File: config.mk
export PLATFORM = sky130hd
export DESIGN_NAME = json_flat_object_key_extractor_flat
export DESIGN_NICKNAME = d
export VERILOG_FILES = /design/src/hw/rtl/jfke_pkg.sv /design/src/hw/rtl/jfke_if.sv /design/src/hw/rtl/jfke_front.sv /design/src/hw/rtl/jfke_back.sv /design/src/hw/rtl/json_flat_object_key_extractor.sv /design/src/flat_wrapper.sv
export SDC_FILE = /design/constraint.sdc
export NUM_CORES = 1
export LEC_CHECK = 0
export BUFFER_PORTS_ARGS = -buffer_cell sky130_fd_sc_hd__buf_2
export CAP_MARGIN = 20
export CORE_MARGIN = 2
export CORE_UTILIZATION = 40
export CTS_CLUSTER_SIZE = 16
export DETAILED_ROUTE_END_ITERATION = 7
export GPL_ROUTABILITY_DRIVEN = 0
export GPL_TIMING_DRIVEN = 0
export PLACE_DENSITY = 0.71
export SYNTH_ARGS = -nofsm -noshare
export SYNTH_HDL_FRONTEND = slang
export SYNTH_SLANG_ARGS = --single-unit
File: constraint.sdc
create_clock -name clk -period 4.1 [get_ports clk]
set_clock_uncertainty 0.1 [all_clocks]
set_input_delay 0.205 -clock clk [delete_from_list [all_inputs] [get_ports clk]]
set_output_delay 0.205 -clock clk [all_outputs]
set_load 0.01 [all_outputs]
File: src/hw/rtl/jfke_pkg.sv
// Package for the JSON flat-object key extractor.
// Types, phase codes and status codes shared by all modules.
package jfke_pkg;
	localparam int MAX_KEY_BYTES = 8;
	localparam int OFFSET_BITS = 16;
	localparam int OUT_BITS = 16;
	localparam int KIDX_BITS = 4;
	localparam logic [OFFSET_BITS-1:0] OFFSET_MAX = '1;
	localparam logic [OUT_BITS-1:0] LEN_MAX = '1;
	localparam int QDEPTH = 4;
	localparam int QPTR_BITS = 2;

	localparam logic [7:0] CH_LBRACE = 8'h7b;
	localparam logic [7:0] CH_RBRACE = 8'h7d;
	localparam logic [7:0] CH_QUOTE = 8'h22;
	localparam logic [7:0] CH_COLON = 8'h3a;
	localparam logic [7:0] CH_COMMA = 8'h2c;
	localparam logic [7:0] CH_MINUS = 8'h2d;
	localparam logic [7:0] CH_BSLASH = 8'h5c;
	localparam logic [7:0] CH_SPACE = 8'h20;

	typedef enum logic [3:0] {
		PH_OPEN, PH_FIRST, PH_KEY_START, PH_KEY, PH_COLON,
		PH_VALUE, PH_STR, PH_NUM, PH_AFTER, PH_DONE
	} phase_t;

	typedef enum logic [1:0] {
		ST_FOUND = 2'd0, ST_MISSING = 2'd1, ST_ERROR = 2'd2
	} status_t;

	typedef enum logic [1:0] {
		VT_NONE = 2'd0, VT_NUMBER = 2'd1, VT_STRING = 2'd2
	} vtype_t;

	localparam logic [1:0] REG_KEY_BYTES = 2'd0;
	localparam logic [1:0] REG_KEY_LENGTH = 2'd1;

	// byte class produced by the front part
	typedef struct packed {
		logic [7:0] b;
		logic last;
		logic ws;
		logic digit;
		logic [OFFSET_BITS-1:0] off;
		logic [OFFSET_BITS-1:0] off_next;
		logic [MAX_KEY_BYTES-1:0] khit;
		logic [KIDX_BITS-1:0] klen;
	} cls_t;

	typedef struct packed {
		logic [1:0] status;
		logic [1:0] value_type;
		logic [OUT_BITS-1:0] value_start;
		logic [OUT_BITS-1:0] value_length;
		logic [OUT_BITS-1:0] error_offset;
	} res_t;
endpackage

File: src/hw/rtl/jfke_if.sv
// Valid/ready channel interfaces for the key extractor.
// Stands alone; uses nothing from jfke_pkg.
interface jfke_in_if;
	logic valid;
	logic ready;
	logic [7:0] text_byte;
	logic last_byte;
	modport source (output valid, text_byte, last_byte, input ready);
	modport sink (input valid, text_byte, last_byte, output ready);
endinterface

interface jfke_out_if;
	logic valid;
	logic ready;
	logic [1:0] status;
	logic [1:0] value_type;
	logic [15:0] value_start;
	logic [15:0] value_length;
	logic [15:0] error_offset;
	modport source (output valid, status, value_type, value_start, value_length,
		error_offset, input ready);
	modport sink (input valid, status, value_type, value_start, value_length,
		error_offset, output ready);
endinterface

File: src/hw/rtl/jfke_front.sv
// Front part: accepts bytes, tracks offset, classifies each byte against every key byte.
// Depends on jfke_pkg. Pushes classified bytes into the queue.
module jfke_front (
	input  logic clk,
	input  logic arst_n,
	input  logic in_valid,
	output logic in_ready,
	input  logic [7:0] text_byte,
	input  logic last_byte,
	input  logic [63:0] key_bytes,
	input  logic [3:0] key_length,
	output logic push,
	output jfke_pkg::cls_t push_data,
	input  logic q_full
);
	import jfke_pkg::*;

	logic [OFFSET_BITS-1:0] off_q;
	logic [3:0] klen;

	assign in_ready = !q_full;
	assign push = in_valid && in_ready;
	assign klen = (key_length > 4'(MAX_KEY_BYTES)) ? 4'(MAX_KEY_BYTES) : key_length;

	always_comb begin
		push_data.b = text_byte;
		push_data.last = last_byte;
		push_data.ws = text_byte <= CH_SPACE;
		push_data.digit = text_byte >= 8'h30 && text_byte <= 8'h39;
		push_data.off = off_q;
		push_data.off_next = (off_q == OFFSET_MAX) ? off_q : off_q + 1'b1;
		for (int i = 0; i < MAX_KEY_BYTES; i++)
			push_data.khit[i] = key_bytes[8*i +: 8] == text_byte;
		push_data.klen = klen;
	end

	always_ff @(posedge clk or negedge arst_n) begin
		if (!arst_n) begin
			off_q <= '0;
		end else begin
			if (push) off_q <= last_byte ? '0 : push_data.off_next;
		end
	end
endmodule

File: src/hw/rtl/jfke_back.sv
// Back part: queue of classified bytes and the parse state machine.
// Depends on jfke_pkg. Drives the result register.
module jfke_back (
	input  logic clk,
	input  logic arst_n,
	input  logic push,
	input  jfke_pkg::cls_t push_data,
	output logic q_full,
	output logic res_valid,
	input  logic res_ready,
	output jfke_pkg::res_t res
);
	import jfke_pkg::*;

	cls_t q_mem [QDEPTH];
	logic [QPTR_BITS:0] cnt_q;
	logic [QPTR_BITS-1:0] wp_q, rp_q;
	cls_t c;
	logic pop, go;

	phase_t ph_q, ph_d;
	logic match_q, match_d, esc_q, esc_d, done_q, done_d;
	logic [OFFSET_BITS-1:0] vs_q, vs_d;
	logic [OUT_BITS-1:0] vl_q, vl_d;
	logic [1:0] vt_q, vt_d;
	logic [KIDX_BITS-1:0] kidx_q;
	logic kidx_clr, kidx_inc, kidx_ok, kbyte_hit;
	logic emit;
	res_t er;

	assign c = q_mem[rp_q];
	assign q_full = cnt_q == (QPTR_BITS+1)'(QDEPTH);
	assign go = cnt_q != '0 && (!res_valid || res_ready);
	assign pop = go;
	assign kidx_ok = kidx_q < c.klen;
	assign kbyte_hit = c.khit[kidx_q[2:0]];

	always_ff @(posedge clk) begin
		if (push) q_mem[wp_q] <= push_data;
	end

	function automatic res_t mk(status_t s, logic [1:0] t, logic [OFFSET_BITS-1:0] st,
			logic [OUT_BITS-1:0] ln, logic [OFFSET_BITS-1:0] eo);
		res_t r;
		r.status = s;
		r.value_type = t;
		r.value_start = st[OUT_BITS-1:0];
		r.value_length = ln;
		r.error_offset = eo[OUT_BITS-1:0];
		return r;
	endfunction

	always_comb begin
		ph_d = ph_q; match_d = match_q; esc_d = esc_q; done_d = done_q;
		vs_d = vs_q; vl_d = vl_q; vt_d = vt_q;
		emit = 1'b0; er = mk(ST_MISSING, VT_NONE, '0, '0, '0);
		kidx_clr = 1'b0; kidx_inc = 1'b0;
		if (!done_q) begin
			unique case (ph_q)
				PH_OPEN: begin
					if (!c.ws) begin
						if (c.b == CH_LBRACE) ph_d = PH_FIRST;
						else begin emit = 1'b1; er = mk(ST_ERROR, VT_NONE, '0, '0, c.off); end
					end
				end
				PH_FIRST, PH_KEY_START: begin
					if (!c.ws) begin
						if (c.b == CH_RBRACE && ph_q == PH_FIRST) emit = 1'b1;
						else if (c.b == CH_QUOTE) begin
							ph_d = PH_KEY; kidx_clr = 1'b1; match_d = 1'b1; esc_d = 1'b0;
						end else begin emit = 1'b1; er = mk(ST_ERROR, VT_NONE, '0, '0, c.off); end
					end
				end
				PH_KEY: begin
					if (esc_q) esc_d = 1'b0;
					else if (c.b == CH_BSLASH) begin esc_d = 1'b1; match_d = 1'b0; end
					else if (c.b == CH_QUOTE) begin
						match_d = match_q && !kidx_ok; ph_d = PH_COLON;
					end else if (kidx_ok && kbyte_hit) kidx_inc = 1'b1;
					else match_d = 1'b0;
				end
				PH_COLON: begin
					if (!c.ws) begin
						if (c.b == CH_COLON) ph_d = PH_VALUE;
						else begin emit = 1'b1; er = mk(ST_ERROR, VT_NONE, '0, '0, c.off); end
					end
				end
				PH_VALUE: begin
					if (!c.ws) begin
						if (c.b == CH_QUOTE) begin
							vt_d = VT_STRING; vs_d = c.off_next; vl_d = '0; esc_d = 1'b0;
							ph_d = PH_STR;
						end else if (c.b == CH_MINUS || c.digit) begin
							vt_d = VT_NUMBER; vs_d = c.off; vl_d = OUT_BITS'(1); ph_d = PH_NUM;
						end else begin emit = 1'b1; er = mk(ST_ERROR, VT_NONE, '0, '0, c.off); end
					end
				end
				PH_STR: begin
					if (esc_q) esc_d = 1'b0;
					else if (c.b == CH_QUOTE) begin
						if (match_q) begin emit = 1'b1; er = mk(ST_FOUND, vt_q, vs_q, vl_q, '0); end
						else ph_d = PH_AFTER;
					end else begin
						if (vl_q != LEN_MAX) vl_d = vl_q + 1'b1;
						if (c.b == CH_BSLASH) esc_d = 1'b1;
					end
				end
				PH_NUM: begin
					if (c.digit) begin
						if (vl_q != LEN_MAX) vl_d = vl_q + 1'b1;
					end else if (match_q) begin
						emit = 1'b1; er = mk(ST_FOUND, vt_q, vs_q, vl_q, '0);
					end else if (c.ws) ph_d = PH_AFTER;
					else if (c.b == CH_COMMA) ph_d = PH_KEY_START;
					else emit = 1'b1;
				end
				PH_AFTER: begin
					if (!c.ws) begin
						if (c.b == CH_COMMA) ph_d = PH_KEY_START;
						else emit = 1'b1;
					end
				end
				default: ;
			endcase
			if (c.last && !emit) begin
				emit = 1'b1;
				priority case (ph_d)
					PH_STR, PH_NUM:
						if (match_d) er = mk(ST_FOUND, vt_d, vs_d, vl_d, '0);
					PH_AFTER: ;
					default: er = mk(ST_ERROR, VT_NONE, '0, '0, c.off_next);
				endcase
			end
			if (emit) begin ph_d = PH_DONE; done_d = 1'b1; end
		end
		if (c.last) begin
			ph_d = PH_OPEN; match_d = 1'b1; esc_d = 1'b0; done_d = 1'b0;
			vs_d = '0; vl_d = '0; vt_d = VT_NONE; kidx_clr = 1'b1; kidx_inc = 1'b0;
		end
		if (!go) begin kidx_clr = 1'b0; kidx_inc = 1'b0; end
	end

	always_ff @(posedge clk or negedge arst_n) begin
		if (!arst_n) begin
			cnt_q <= '0; wp_q <= '0; rp_q <= '0;
			ph_q <= PH_OPEN; match_q <= 1'b1; esc_q <= 1'b0; done_q <= 1'b0;
			vs_q <= '0; vl_q <= '0; vt_q <= VT_NONE;
			kidx_q <= '0;
			res_valid <= 1'b0;
		end else begin
			if (push) wp_q <= wp_q + 1'b1;
			if (pop) rp_q <= rp_q + 1'b1;
			cnt_q <= cnt_q + (QPTR_BITS+1)'(push) - (QPTR_BITS+1)'(pop);
			if (res_ready) res_valid <= 1'b0;
			if (kidx_clr) kidx_q <= '0;
			else if (kidx_inc) kidx_q <= kidx_q + 1'b1;
			if (go) begin
				ph_q <= ph_d; match_q <= match_d; esc_q <= esc_d; done_q <= done_d;
				vs_q <= vs_d; vl_q <= vl_d; vt_q <= vt_d;
				if (emit) res_valid <= 1'b1;
			end
		end
	end

	always_ff @(posedge clk) begin
		if (go && emit) res <= er;
	end

	a_no_overflow: assert property (@(posedge clk) disable iff (!arst_n)
		q_full |-> !push) else $error("queue overflow");
	a_cnt_range: assert property (@(posedge clk) disable iff (!arst_n)
		cnt_q <= (QPTR_BITS+1)'(QDEPTH)) else $error("queue count out of range");
	a_done_phase: assert property (@(posedge clk) disable iff (!arst_n)
		done_q |-> ph_q == PH_DONE) else $error("done without done phase");
	a_res_hold: assert property (@(posedge clk) disable iff (!arst_n)
		res_valid && !res_ready |=> res_valid && $stable(res)) else $error("result lost");
endmodule

File: src/hw/rtl/json_flat_object_key_extractor.sv
// JSON flat-object key extractor: one byte per transfer on the input channel,
// at most one report per document on the output channel.
// Byte stream: in (text_byte, last_byte); results: out (status, value_type,
// value_start, value_length, error_offset). Key set through the APB port:
// key_bytes at 0x0 (64 bits), key_length at 0x8.
// Throughput: one byte per cycle while the queue has room; the parse update is one state step.
// The byte that causes a report is held in a queue entry, and the report is
// then registered in the result register.
// A 4-entry queue parts the byte classifier from the parse machine, and the
// result register holds a report until taken; while it waits the queue
// fills and then in.ready drops.
// Reset clears offset, phase and queue; key registers read as zero.
// The parser restarts after every byte marked last.
module json_flat_object_key_extractor (
	input  logic clk,
	input  logic arst_n,
	jfke_in_if.sink in,
	jfke_out_if.source out,
	input  logic psel,
	input  logic penable,
	input  logic pwrite,
	input  logic [3:0] paddr,
	input  logic [63:0] pwdata,
	output logic [63:0] prdata,
	output logic pready
);
	import jfke_pkg::*;

	logic [63:0] key_bytes_q;
	logic [3:0] key_length_q;
	logic [1:0] ridx;
	logic wr;
	logic push, q_full, res_valid;
	cls_t push_data;
	res_t res;

	assign pready = 1'b1;
	assign ridx = paddr[3] ? REG_KEY_LENGTH : REG_KEY_BYTES;
	assign wr = psel && penable && pwrite && (paddr[2:0] == 3'd0);

	always_comb begin
		prdata = '0;
		if (paddr == 4'd0) prdata = key_bytes_q;
		else if (paddr == 4'd8) prdata = {60'd0, key_length_q};
	end

	always_ff @(posedge clk or negedge arst_n) begin
		if (!arst_n) begin
			key_bytes_q <= '0;
			key_length_q <= '0;
		end else if (wr) begin
			if (ridx == REG_KEY_BYTES) key_bytes_q <= pwdata;
			else key_length_q <= pwdata[3:0];
		end
	end

	jfke_front u_front (
		.clk, .arst_n,
		.in_valid(in.valid), .in_ready(in.ready),
		.text_byte(in.text_byte), .last_byte(in.last_byte),
		.key_bytes(key_bytes_q), .key_length(key_length_q),
		.push, .push_data, .q_full
	);

	jfke_back u_back (
		.clk, .arst_n, .push, .push_data, .q_full,
		.res_valid, .res_ready(out.ready), .res
	);

	assign out.valid = res_valid;
	assign out.status = res.status;
	assign out.value_type = res.value_type;
	assign out.value_start = res.value_start;
	assign out.value_length = res.value_length;
	assign out.error_offset = res.error_offset;
endmodule

File: src/flat_wrapper.sv
// flat-port wrapper written by rule: the top's interface ports become plain ports
module json_flat_object_key_extractor_flat import jfke_pkg::*;
  (clk, arst_n, psel, penable, pwrite, paddr, pwdata, prdata, pready, in_valid, in_text_byte, in_last_byte, in_ready, out_valid, out_status, out_value_type, out_value_start, out_value_length, out_error_offset, out_ready);
  jfke_in_if in_i ();
  jfke_out_if out_i ();
  input  logic clk;
  input  logic arst_n;
  input  logic psel;
  input  logic penable;
  input  logic pwrite;
  input  logic [3:0] paddr;
  input  logic [63:0] pwdata;
  output logic [63:0] prdata;
  output logic pready;
  input wire logic [$bits(in_i.valid)-1:0] in_valid;
  input wire logic [$bits(in_i.text_byte)-1:0] in_text_byte;
  input wire logic [$bits(in_i.last_byte)-1:0] in_last_byte;
  output wire logic [$bits(in_i.ready)-1:0] in_ready;
  output wire logic [$bits(out_i.valid)-1:0] out_valid;
  output wire logic [$bits(out_i.status)-1:0] out_status;
  output wire logic [$bits(out_i.value_type)-1:0] out_value_type;
  output wire logic [$bits(out_i.value_start)-1:0] out_value_start;
  output wire logic [$bits(out_i.value_length)-1:0] out_value_length;
  output wire logic [$bits(out_i.error_offset)-1:0] out_error_offset;
  input wire logic [$bits(out_i.ready)-1:0] out_ready;
  assign in_i.valid = in_valid;
  assign in_i.text_byte = in_text_byte;
  assign in_i.last_byte = in_last_byte;
  assign in_ready = in_i.ready;
  assign out_valid = out_i.valid;
  assign out_status = out_i.status;
  assign out_value_type = out_i.value_type;
  assign out_value_start = out_i.value_start;
  assign out_value_length = out_i.value_length;
  assign out_error_offset = out_i.error_offset;
  assign out_i.ready = out_ready;
  json_flat_object_key_extractor u_core (.clk(clk), .arst_n(arst_n), .in(in_i), .out(out_i), .psel(psel), .penable(penable), .pwrite(pwrite), .paddr(paddr), .pwdata(pwdata), .prdata(prdata), .pready(pready));
endmodule
==> results of run 1 <==
==> cell families after synthesis <==
| logic type | Yosys count | share of synthesized area (%) |
|---|---|---|
| DFF | 409 | 61.6 |
| and+or+nand+nor | 353 | 10.1 |
| AOI/OAI and AO/OA | 251 | 9.80 |
| muxes | 138 | 11.1 |
| buffers and inverters | 107 | 2.41 |
| xor gates and xnor gates | 86 | 4.00 |
| adders and majority gates | 13 | 0.904 |
| other | 1 | 0.0199 |
==> registers in the layout (all words and copies together), names as in the netlist, 2 cells and up <==
register and count:
u_core.u_back.kidx_q 4, u_core.u_back.vt_q 2, u_core.u_back.rp_q 2, u_core.u_back.ph_q 4, u_core.u_back.q_mem 220, u_core.u_back.cnt_q 3
u_core.u_front.off_q 16, u_core.key_bytes_q 64, u_core.u_back.res 52, u_core.u_back.wp_q 2, u_core.key_length_q 4, u_core.u_back.vl_q 16
u_core.u_back.vs_q 16
==> cells in the mapped netlist (6+ instances only) <==
cell type and number:
inv_1 21, o31ai_1 6, nand2_1 79, nand2b_1 12, o21ai_2 8, nor2b_1 16
a22o_1 68, nand4_1 23, o22ai_1 23, a21o_1 7, and4_1 9, xnor2_1 77
and2_1 68, buf_1 7, clkbuf_1 65, edfxtp_1 272, buf_2 6, o21ai_0 49
ha_1 12, nor2_1 73, xor2_1 9, mux2_2 73, nor3_1 15, a31oi_1 8
dfrtp_1 136, mux2i_1 15, mux4_2 50, a21oi_1 26, nand3_1 19, and3_1 10
==> per-stage QoR <==
| step | util [%] | worst slack, ns | power, W |
|---|---|---|---|
| after floorplan | - | 0.0269 | 0.00862 |
| after global placement | 44.3 | -1.30 | 0.00996 |
| after detailed placement | 44.5 | -1.34 | 0.0101 |
| after CTS | 49.4 | 0.0434 | 0.0143 |
| after global routing | 49.5 | 0.000436 | 0.0149 |
| final | 49.5 | 0.205 | 0.0142 |
==> layout make-up <==
| class | count | area [um2] | share of cell area [%] |
|---|---|---|---|
| Timing Repair Buffer | 284 | 1860 | 8.09 |
| Clock buffer | 60 | 1250 | 5.45 |
| Buffer | 80 | 364 | 1.58 |
| Multi-Input combinational cell | 842 | 6810 | 29.6 |
| Sequential cell | 409 | 11600 | 50.4 |
| Inverter | 21 | 78.8 | 0.343 |
| Tap cell | 607 | 759 | 3.30 |
| Clock inverter | 22 | 270 | 1.18 |
==> power breakdown <==
part	internal [W]	total, W	switching, W	leakage (nW)
registers	0.00558	0.00592	0.000337	4.32
logic	0.00165	0.00417	0.00252	3.72
clock network	0.00252	0.00415	0.00163	0.738
==> worst reg2reg max path, delay by kind of cell, from the launching register on <==
kind | cells | cell delay [ns]
compound gates | 6 | 0.96
buf+inv | 5 | 0.93
simple gates | 1 | 0.57
mux | 1 | 0.56
flops | 1 | 0.38
fa+ha+maj | 1 | 0.23
==> final timing paths <==
| check | to | start | cells after the start | slack [ns] |
|---|---|---|---|---|
| worst max-delay path | u_core.u_back.res[31]$_SDFFCE_PP0P_ | u_core.u_back.rp_q[0]$_DFFE_PN0P_ | 14 | 0.21 |
| worst min-delay path | u_core.u_front.off_q[1]$_DFFE_PN0P_ | in_valid | 3 | 0.07 |
| worst max register to register | u_core.u_back.res[31]$_SDFFCE_PP0P_ | u_core.u_back.rp_q[0]$_DFFE_PN0P_ | 14 | 0.21 |
| worst min register to register | u_core.u_back.vt_q[0]$_DFFE_PN0P_ | u_core.u_back.vt_q[0]$_DFFE_PN0P_ | 2 | 0.42 |
| max in group asynchronous | u_core.u_back.match_q$_DFFE_PN1P_ | arst_n | 3 | 2.92 |
| min in group asynchronous | u_core.key_bytes_q[25]$_DFFE_PN0P_ | arst_n | 2 | 0.10 |
==> routing by layer <==
layer	vias up	track usage [%]
li1	5802	-
met1	6480	23.9
met2	511	31.9
met3	128	3.65
met4	2	8.23
met5	-	0
==> timing repair <==
item / CTS / global route
endpoints found under the setup margin: 40 / 85
hold endpoints to repair: 165 / 0
gates resized for setup: 7 / 5
buffers inserted: 2 / 2
hold buffers: 75 / 0
pin swaps: 2 / 1
==> run metrics, run 1 <==
clk sinks about 400; Leak 8.78 nW; ys flop type edfxtp_1; initial antenna violation count 1; ys async rst share 33.5%; max-slew violations 0; placed cells ~2200; first-pass GRT wire length roughly 74000 um; die area 48800 um2; Slew headroom approximately a third; CTS root buffer clkbuf_16; register area share after synthesis 61.6%; Worst Path Required roughly 4.4 ns; final setup violation count 0; Post-route DRC 0; Cells after Synth between 1000 and 1500; CTS Buf Count 44; CP max stage cell or4_4; Filler Cells Inserted 3929; number of library cell types mapped by synthesis 81; Port Buffer Count roughly 200; grt ovf 0; Max Fclk between 200 and 300 MHz; cell accounting for the most synthesized area edfxtp_1; finished layout cell area between 20000 and 25000 um2; CP cell instances buf_12, buf_6, mux4_2, inv_1, ha_1, a21o_1, a21oi_1, o21ai_1, a311oi_2, buf_4, o21ai_2, or4_4, buf_6, o21ai_1; vias in the first global route between 10000 and 15000; Worst Max-Slew Pin Slew 1.00 ns; initial DRC count 1185; RSZ-0062 raised after global routing false; Top Metal Used met5; max-cap viol count 0; most common cell after layout, fill and taps aside edfxtp_1; Yosys reg bits slightly above 400; Die Y 221 um; DRT Wirelength roughly 47000 um; Tcrit/Tclk final between 90 and 100%; Worst Path Class, Setup reg2reg; DP Area slightly above 20000 um2; maximum buffer depth of the clock tree 3; via count 12923; area share of the largest cell type after synthesis between 40% and 50%; Initial Utilization 40.5%; Fin Setup TNS 0 ns; share of cells above drive strength 1 about a quarter; First-pass DRT Iterations 5; crit-path max FO 25; synthesized area approximately 19000 um2; wire length per cell slightly above 20 um; largest net degree at the start of global routing slightly below 80; Worst path max stage delay between 0.5 and 0.6 ns; Core Region about 46000 um2; Total Routing Usage GR between 10% and 20%; clock slew at reported path FFs 0.06 ns; CP endpoint kind flop; Critical path buffers and inverters 5; post-synthesis net count around 1500; worst vdd ir ~0.00072 V; H-Tree Level Count 2; Power Density 619 nW/um2; CP delay by family, top compound AO/OA/AOI/OAI gates; synth top area cells edfxtp_1 (43%), dfrtp_1 (18%), mux4_2 (6.0%); clk_lat worst skew between 0.5 and 0.6 ns; status finished, final reports clean; EDFF count, synth between 200 and 300; IO Pins between 200 and 250; die width 221 um; CTS tree done; Layout Nets between 1500 and 2000; Final Hold Vio Count 0; Layout Cells excl Fill 2325; met2 WL 23400 um; Routed met1 length around 19000 um; final hold slack between 0.06 and 0.07 ns; DR WL met3 3190 um; area delta synth->final 22.1%; commonest non-fill, non-tap cells in the layout edfxtp_1 (272), buf_2 (204), dfrtp_1 (136), nand2_1 (79), xnor2_1 (77); DRT antenna net count 0; syn_area_per_cell 13.9 um2; arrival time at the worst endpoint around 4.2 ns; Warnings, synthesis 0; min cycle time layout roughly 3.9 ns; Worst setup SP type flop; Rows 79; ant diodes 0; Via density about 5.6; type of the worst min-delay path in2reg; dpl hpwl a little over 30000 um
Power figures use the tool's default switching activity.
==> run 2: changes to the inputs <==
--- a/config.mk
+++ b/config.mk
@@ -5,6 +5,7 @@
 export SDC_FILE = /design/constraint.sdc
 export NUM_CORES = 1
 export LEC_CHECK = 0
+export ABC_AREA = 1
 export BUFFER_PORTS_ARGS = -buffer_cell sky130_fd_sc_hd__buf_2
 export CAP_MARGIN = 20
 export CORE_MARGIN = 2
==> run 2 against run 1 <==
Net effect: utilization grew 0.13 points; non-clock buffer count rose by 23; sequential share of layout area down 1.7 points; sequential power shrank 0.7%; combinational power up 28%; die area up 3.5%; worst hold slack improved by 0.018 ns; critical path depth grew 7; critical endpoint is now u_core.u_back.res[16]$_SDFFCE_PP0P_.
==> run metrics, run 2 <==
status finished, final reports clean; Final Hold Vio Count 0 (unchanged); DRT antenna net count 0 (unchanged); commonest non-fill, non-tap cells in the layout nand2_1 (439), edfxtp_1 (272), nor2_1 (224), buf_2 (215), o21ai_0 (207); register area share after synthesis 59.5% (-2.1 points); Most common cell on crit path nand2_1; max-slew violations 0 (unchanged); via count 16444 (+27%); Layout Cells excl Fill 3051 (+31%); Worst path max stage delay 0.47 ns (-0.10 ns); largest registers u_core.u_back.q_mem x220, u_core.key_bytes_q x64, u_core.u_back.res x52; CP cell instances inv_2, buf_6, buf_2, clkbuf_4, nand2_1, a32o_1, ha_1, nand2_1, inv_1, nand2_1, nand2_1, nor2_1, nand2_1, nand2_1, nand2_1, nand2_1, nand2_2, inv_2, buf_2, nand3_1, a21oi_1; RSZ-0062 raised after global routing false; Post-route DRC 0 (unchanged); Die Y 225 um (+1.7%); First-pass DRT Iterations 7 (+2); DP Area 21600 um2 (+4.3%); Worst Max-Slew Pin Slew 0.909 ns (-0.0946 ns); most frequent cell after synthesis nand2_1; Worst setup SP type flop; Worst Path Required 4.39 ns (about the same); Via density 5.39 (-3.0%); final setup violation count 0 (unchanged); EDFF count, synth 272 (unchanged); vias in the first global route 16266 (+22%); ant diodes 0 (unchanged); clk_lat worst skew 0.60 ns (+0.04 ns); max-cap viol count 0 (unchanged); die width 225 um (+1.7%); Leak 9.86 nW (+12%); CP delay by family, top buffers and inverters; min cycle time layout 3.76 ns (-0.140 ns); grt ovf 0 (unchanged); fin util 49.6% (+0.13 points); syn_area_per_cell 9.40 um2 (-32%); CP endpoint kind flop; Initial Utilization 40.7% (+0.15 points); clk sinks 409 (unchanged); CP max stage cell dfrtp_1; Layout Nets 2499 (+40%); cell accounting for the most synthesized area edfxtp_1; ys flop type edfxtp_1; initial antenna violation count 0 (-1); placed cells 2901 (+34%); largest net degree at the start of global routing 70 (-10%); Cells after Synth 2075 (+53%); H-Tree Level Count 2 (unchanged); synthesized area 19500 um2 (+3.6%); number of library cell types mapped by synthesis 51 (-37%); Largest Register u_core.u_back.q_mem; DRT Wirelength 53700 um (+15%); clock slew at reported path FFs 0.06 ns (about the same); type of the worst min-delay path in2async; final hold slack 0.0841 ns (+0.0177 ns); first-pass GRT wire length 84800 um (+15%); Total Routing Usage GR 21.1% (+2.2 points); Port Buffer Count 201 (unchanged); arrival time at the worst endpoint 4.05 ns (-0.14 ns); area share of the largest cell type after synthesis 41.9% (-1.5 points); area delta synth->final 22.0% (about the same); max FFs per register 220 (unchanged); Warnings, synthesis 0 (unchanged); Core Region 47900 um2 (+3.2%); post-synthesis net count 2172 (+49%); crit-path max FO 19 (-24%); dpl hpwl 37200 um (+21%); Rows 80 (+1.3%); Critical path buffers and inverters 7 (+2); Power Density 643 nW/um2 (+3.9%); Max Fclk 266 MHz (+3.7%); finished layout cell area 23800 um2 (+3.5%); Worst Path Class, Setup reg2reg; Post-synth top cells nand2_1 (439), edfxtp_1 (272), nor2_1 (229); most common cell after layout, fill and taps aside nand2_1; CTS tree done; Slew headroom 39.4% (+6.3 points); CTS Buf Count 44 (unchanged); CTS root buffer clkbuf_16; synth top area cells edfxtp_1 (42%), dfrtp_1 (17%), nand2_1 (8.5%); die area 50500 um2 (+3.5%); maximum buffer depth of the clock tree 3 (unchanged); ys async rst share 33.5% (unchanged); Tcrit/Tclk final 91.6% (-3.4 points); worst vdd ir 0.000353 V (-51%); initial DRC count 1558 (+31%); wire length per cell 17.6 um (-13%); Fin Setup TNS 0 ns (unchanged); share of cells above drive strength 1 14.4% (-11 points); Yosys reg bits 409 (unchanged); IO Pins 203 (unchanged)
[run 2: cell types whose count changed in the layout (fill, tap and decap cells not counted), sizes merged, moves of 73 or more]
cell,change
nand2,+367
inv,+171
o21ai,+161
nand3,+128
mux2,-73
nor2,+166
[run 2: kinds of logic (layout without fill, tap and decap cells)]
logic type                 count (synthesis)  count (layout)  synth area share [%]
adders and majority gates                 13              13                 0.873
buffers and inverters                    298             659                  6.19
other                                      1               1                0.0192
and+or+nand+nor                          890             890                  19.3
DFF                                      409             409                  59.5
AOI/OAI and AO/OA                        389             389                  10.7
xor gates and xnor gates                  75              75                  3.37
[run 2: repair_timing]
item                       CTS  global route
hold endpoints to repair   173             0
setup endpoints to repair   10             3
cloned                       0             0
hold buffers                75             0
setup buffers                0             0
resized for setup            0             1
[run 2: per-stage QoR]
step | worst slack [ns] | total power, W
final | 0.345 | 0.0153
after global routing | 0.0434 | 0.0162
after CTS | 0.272 | 0.0153
after detailed placement | -0.0259 | 0.0112
after global placement | -1.71 | 0.0110
after floorplan | 0.404 | 0.00923
[run 2: worst register-to-register path, stage by stage (launching register included)]
cell and delay, ns:
dfrtp_1 0.47, inv_2 0.13, buf_6 0.15, buf_2 0.24
clkbuf_4 0.35, nand2_1 0.09, a32o_1 0.26, ha_1 0.30
nand2_1 0.07, inv_1 0.04, nand2_1 0.06, nand2_1 0.06
nor2_1 0.10, nand2_1 0.08, nand2_1 0.10, nand2_1 0.06
nand2_1 0.07, nand2_2 0.15, inv_2 0.13, buf_2 0.24
nand3_1 0.11, a21oi_1 0.22
[run 2: cell type report]
class / instances / area [um2]
Buffer: 101 / 468
Inverter: 192 / 721
Timing Repair Buffer: 286 / 2000
Clock inverter: 24 / 315
Tap cell: 615 / 769
Clock buffer: 56 / 1190
Multi-Input combinational cell: 1368 / 6730
Fill cell: 4184 / 24200
Sequential cell: 409 / 11600
[run 2: metal layers]
layer | GRT usage (%) | wire [um] | part of all wire, % | vias to the layer above
met5 | 0 | 0 | 0 | -
met4 | 8.46 | 1750 | 3.3 | 0
met3 | 3.19 | 4080 | 7.6 | 152
met2 | 35.7 | 26000 | 48 | 820
met1 | 27.3 | 21900 | 41 | 7835
li1 | - | - | - | 7637
[run 2: where the power goes]
part / internal (W) / leakage, nW / switching [W]
registers: 0.00554 / 4.22 / 0.000339
logic: 0.00162 / 4.91 / 0.00370
clock network: 0.00240 / 0.727 / 0.00171
[run 2: final timing paths]
check | start | endpoint | slack (ns) | cells after the start
setup / recovery | u_core.u_back.rp_q[0]$_DFFE_PN0P_ | u_core.u_back.res[16]$_SDFFCE_PP0P_ | 0.34 | 21
hold / removal | arst_n | u_core.key_bytes_q[21]$_DFFE_PN0P_ | 0.08 | 2
setup reg to reg | u_core.u_back.rp_q[0]$_DFFE_PN0P_ | u_core.u_back.res[16]$_SDFFCE_PP0P_ | 0.34 | 21
hold reg to reg | u_core.u_back.vs_q[3]$_DFFE_PN0P_ | u_core.u_back.vs_q[3]$_DFFE_PN0P_ | 0.42 | 2
max in group asynchronous | arst_n | u_core.u_back.match_q$_DFFE_PN1P_ | 2.98 | 3
min in group clk | penable | u_core.key_length_q[0]$_DFFE_PN0P_ | 0.17 | 5
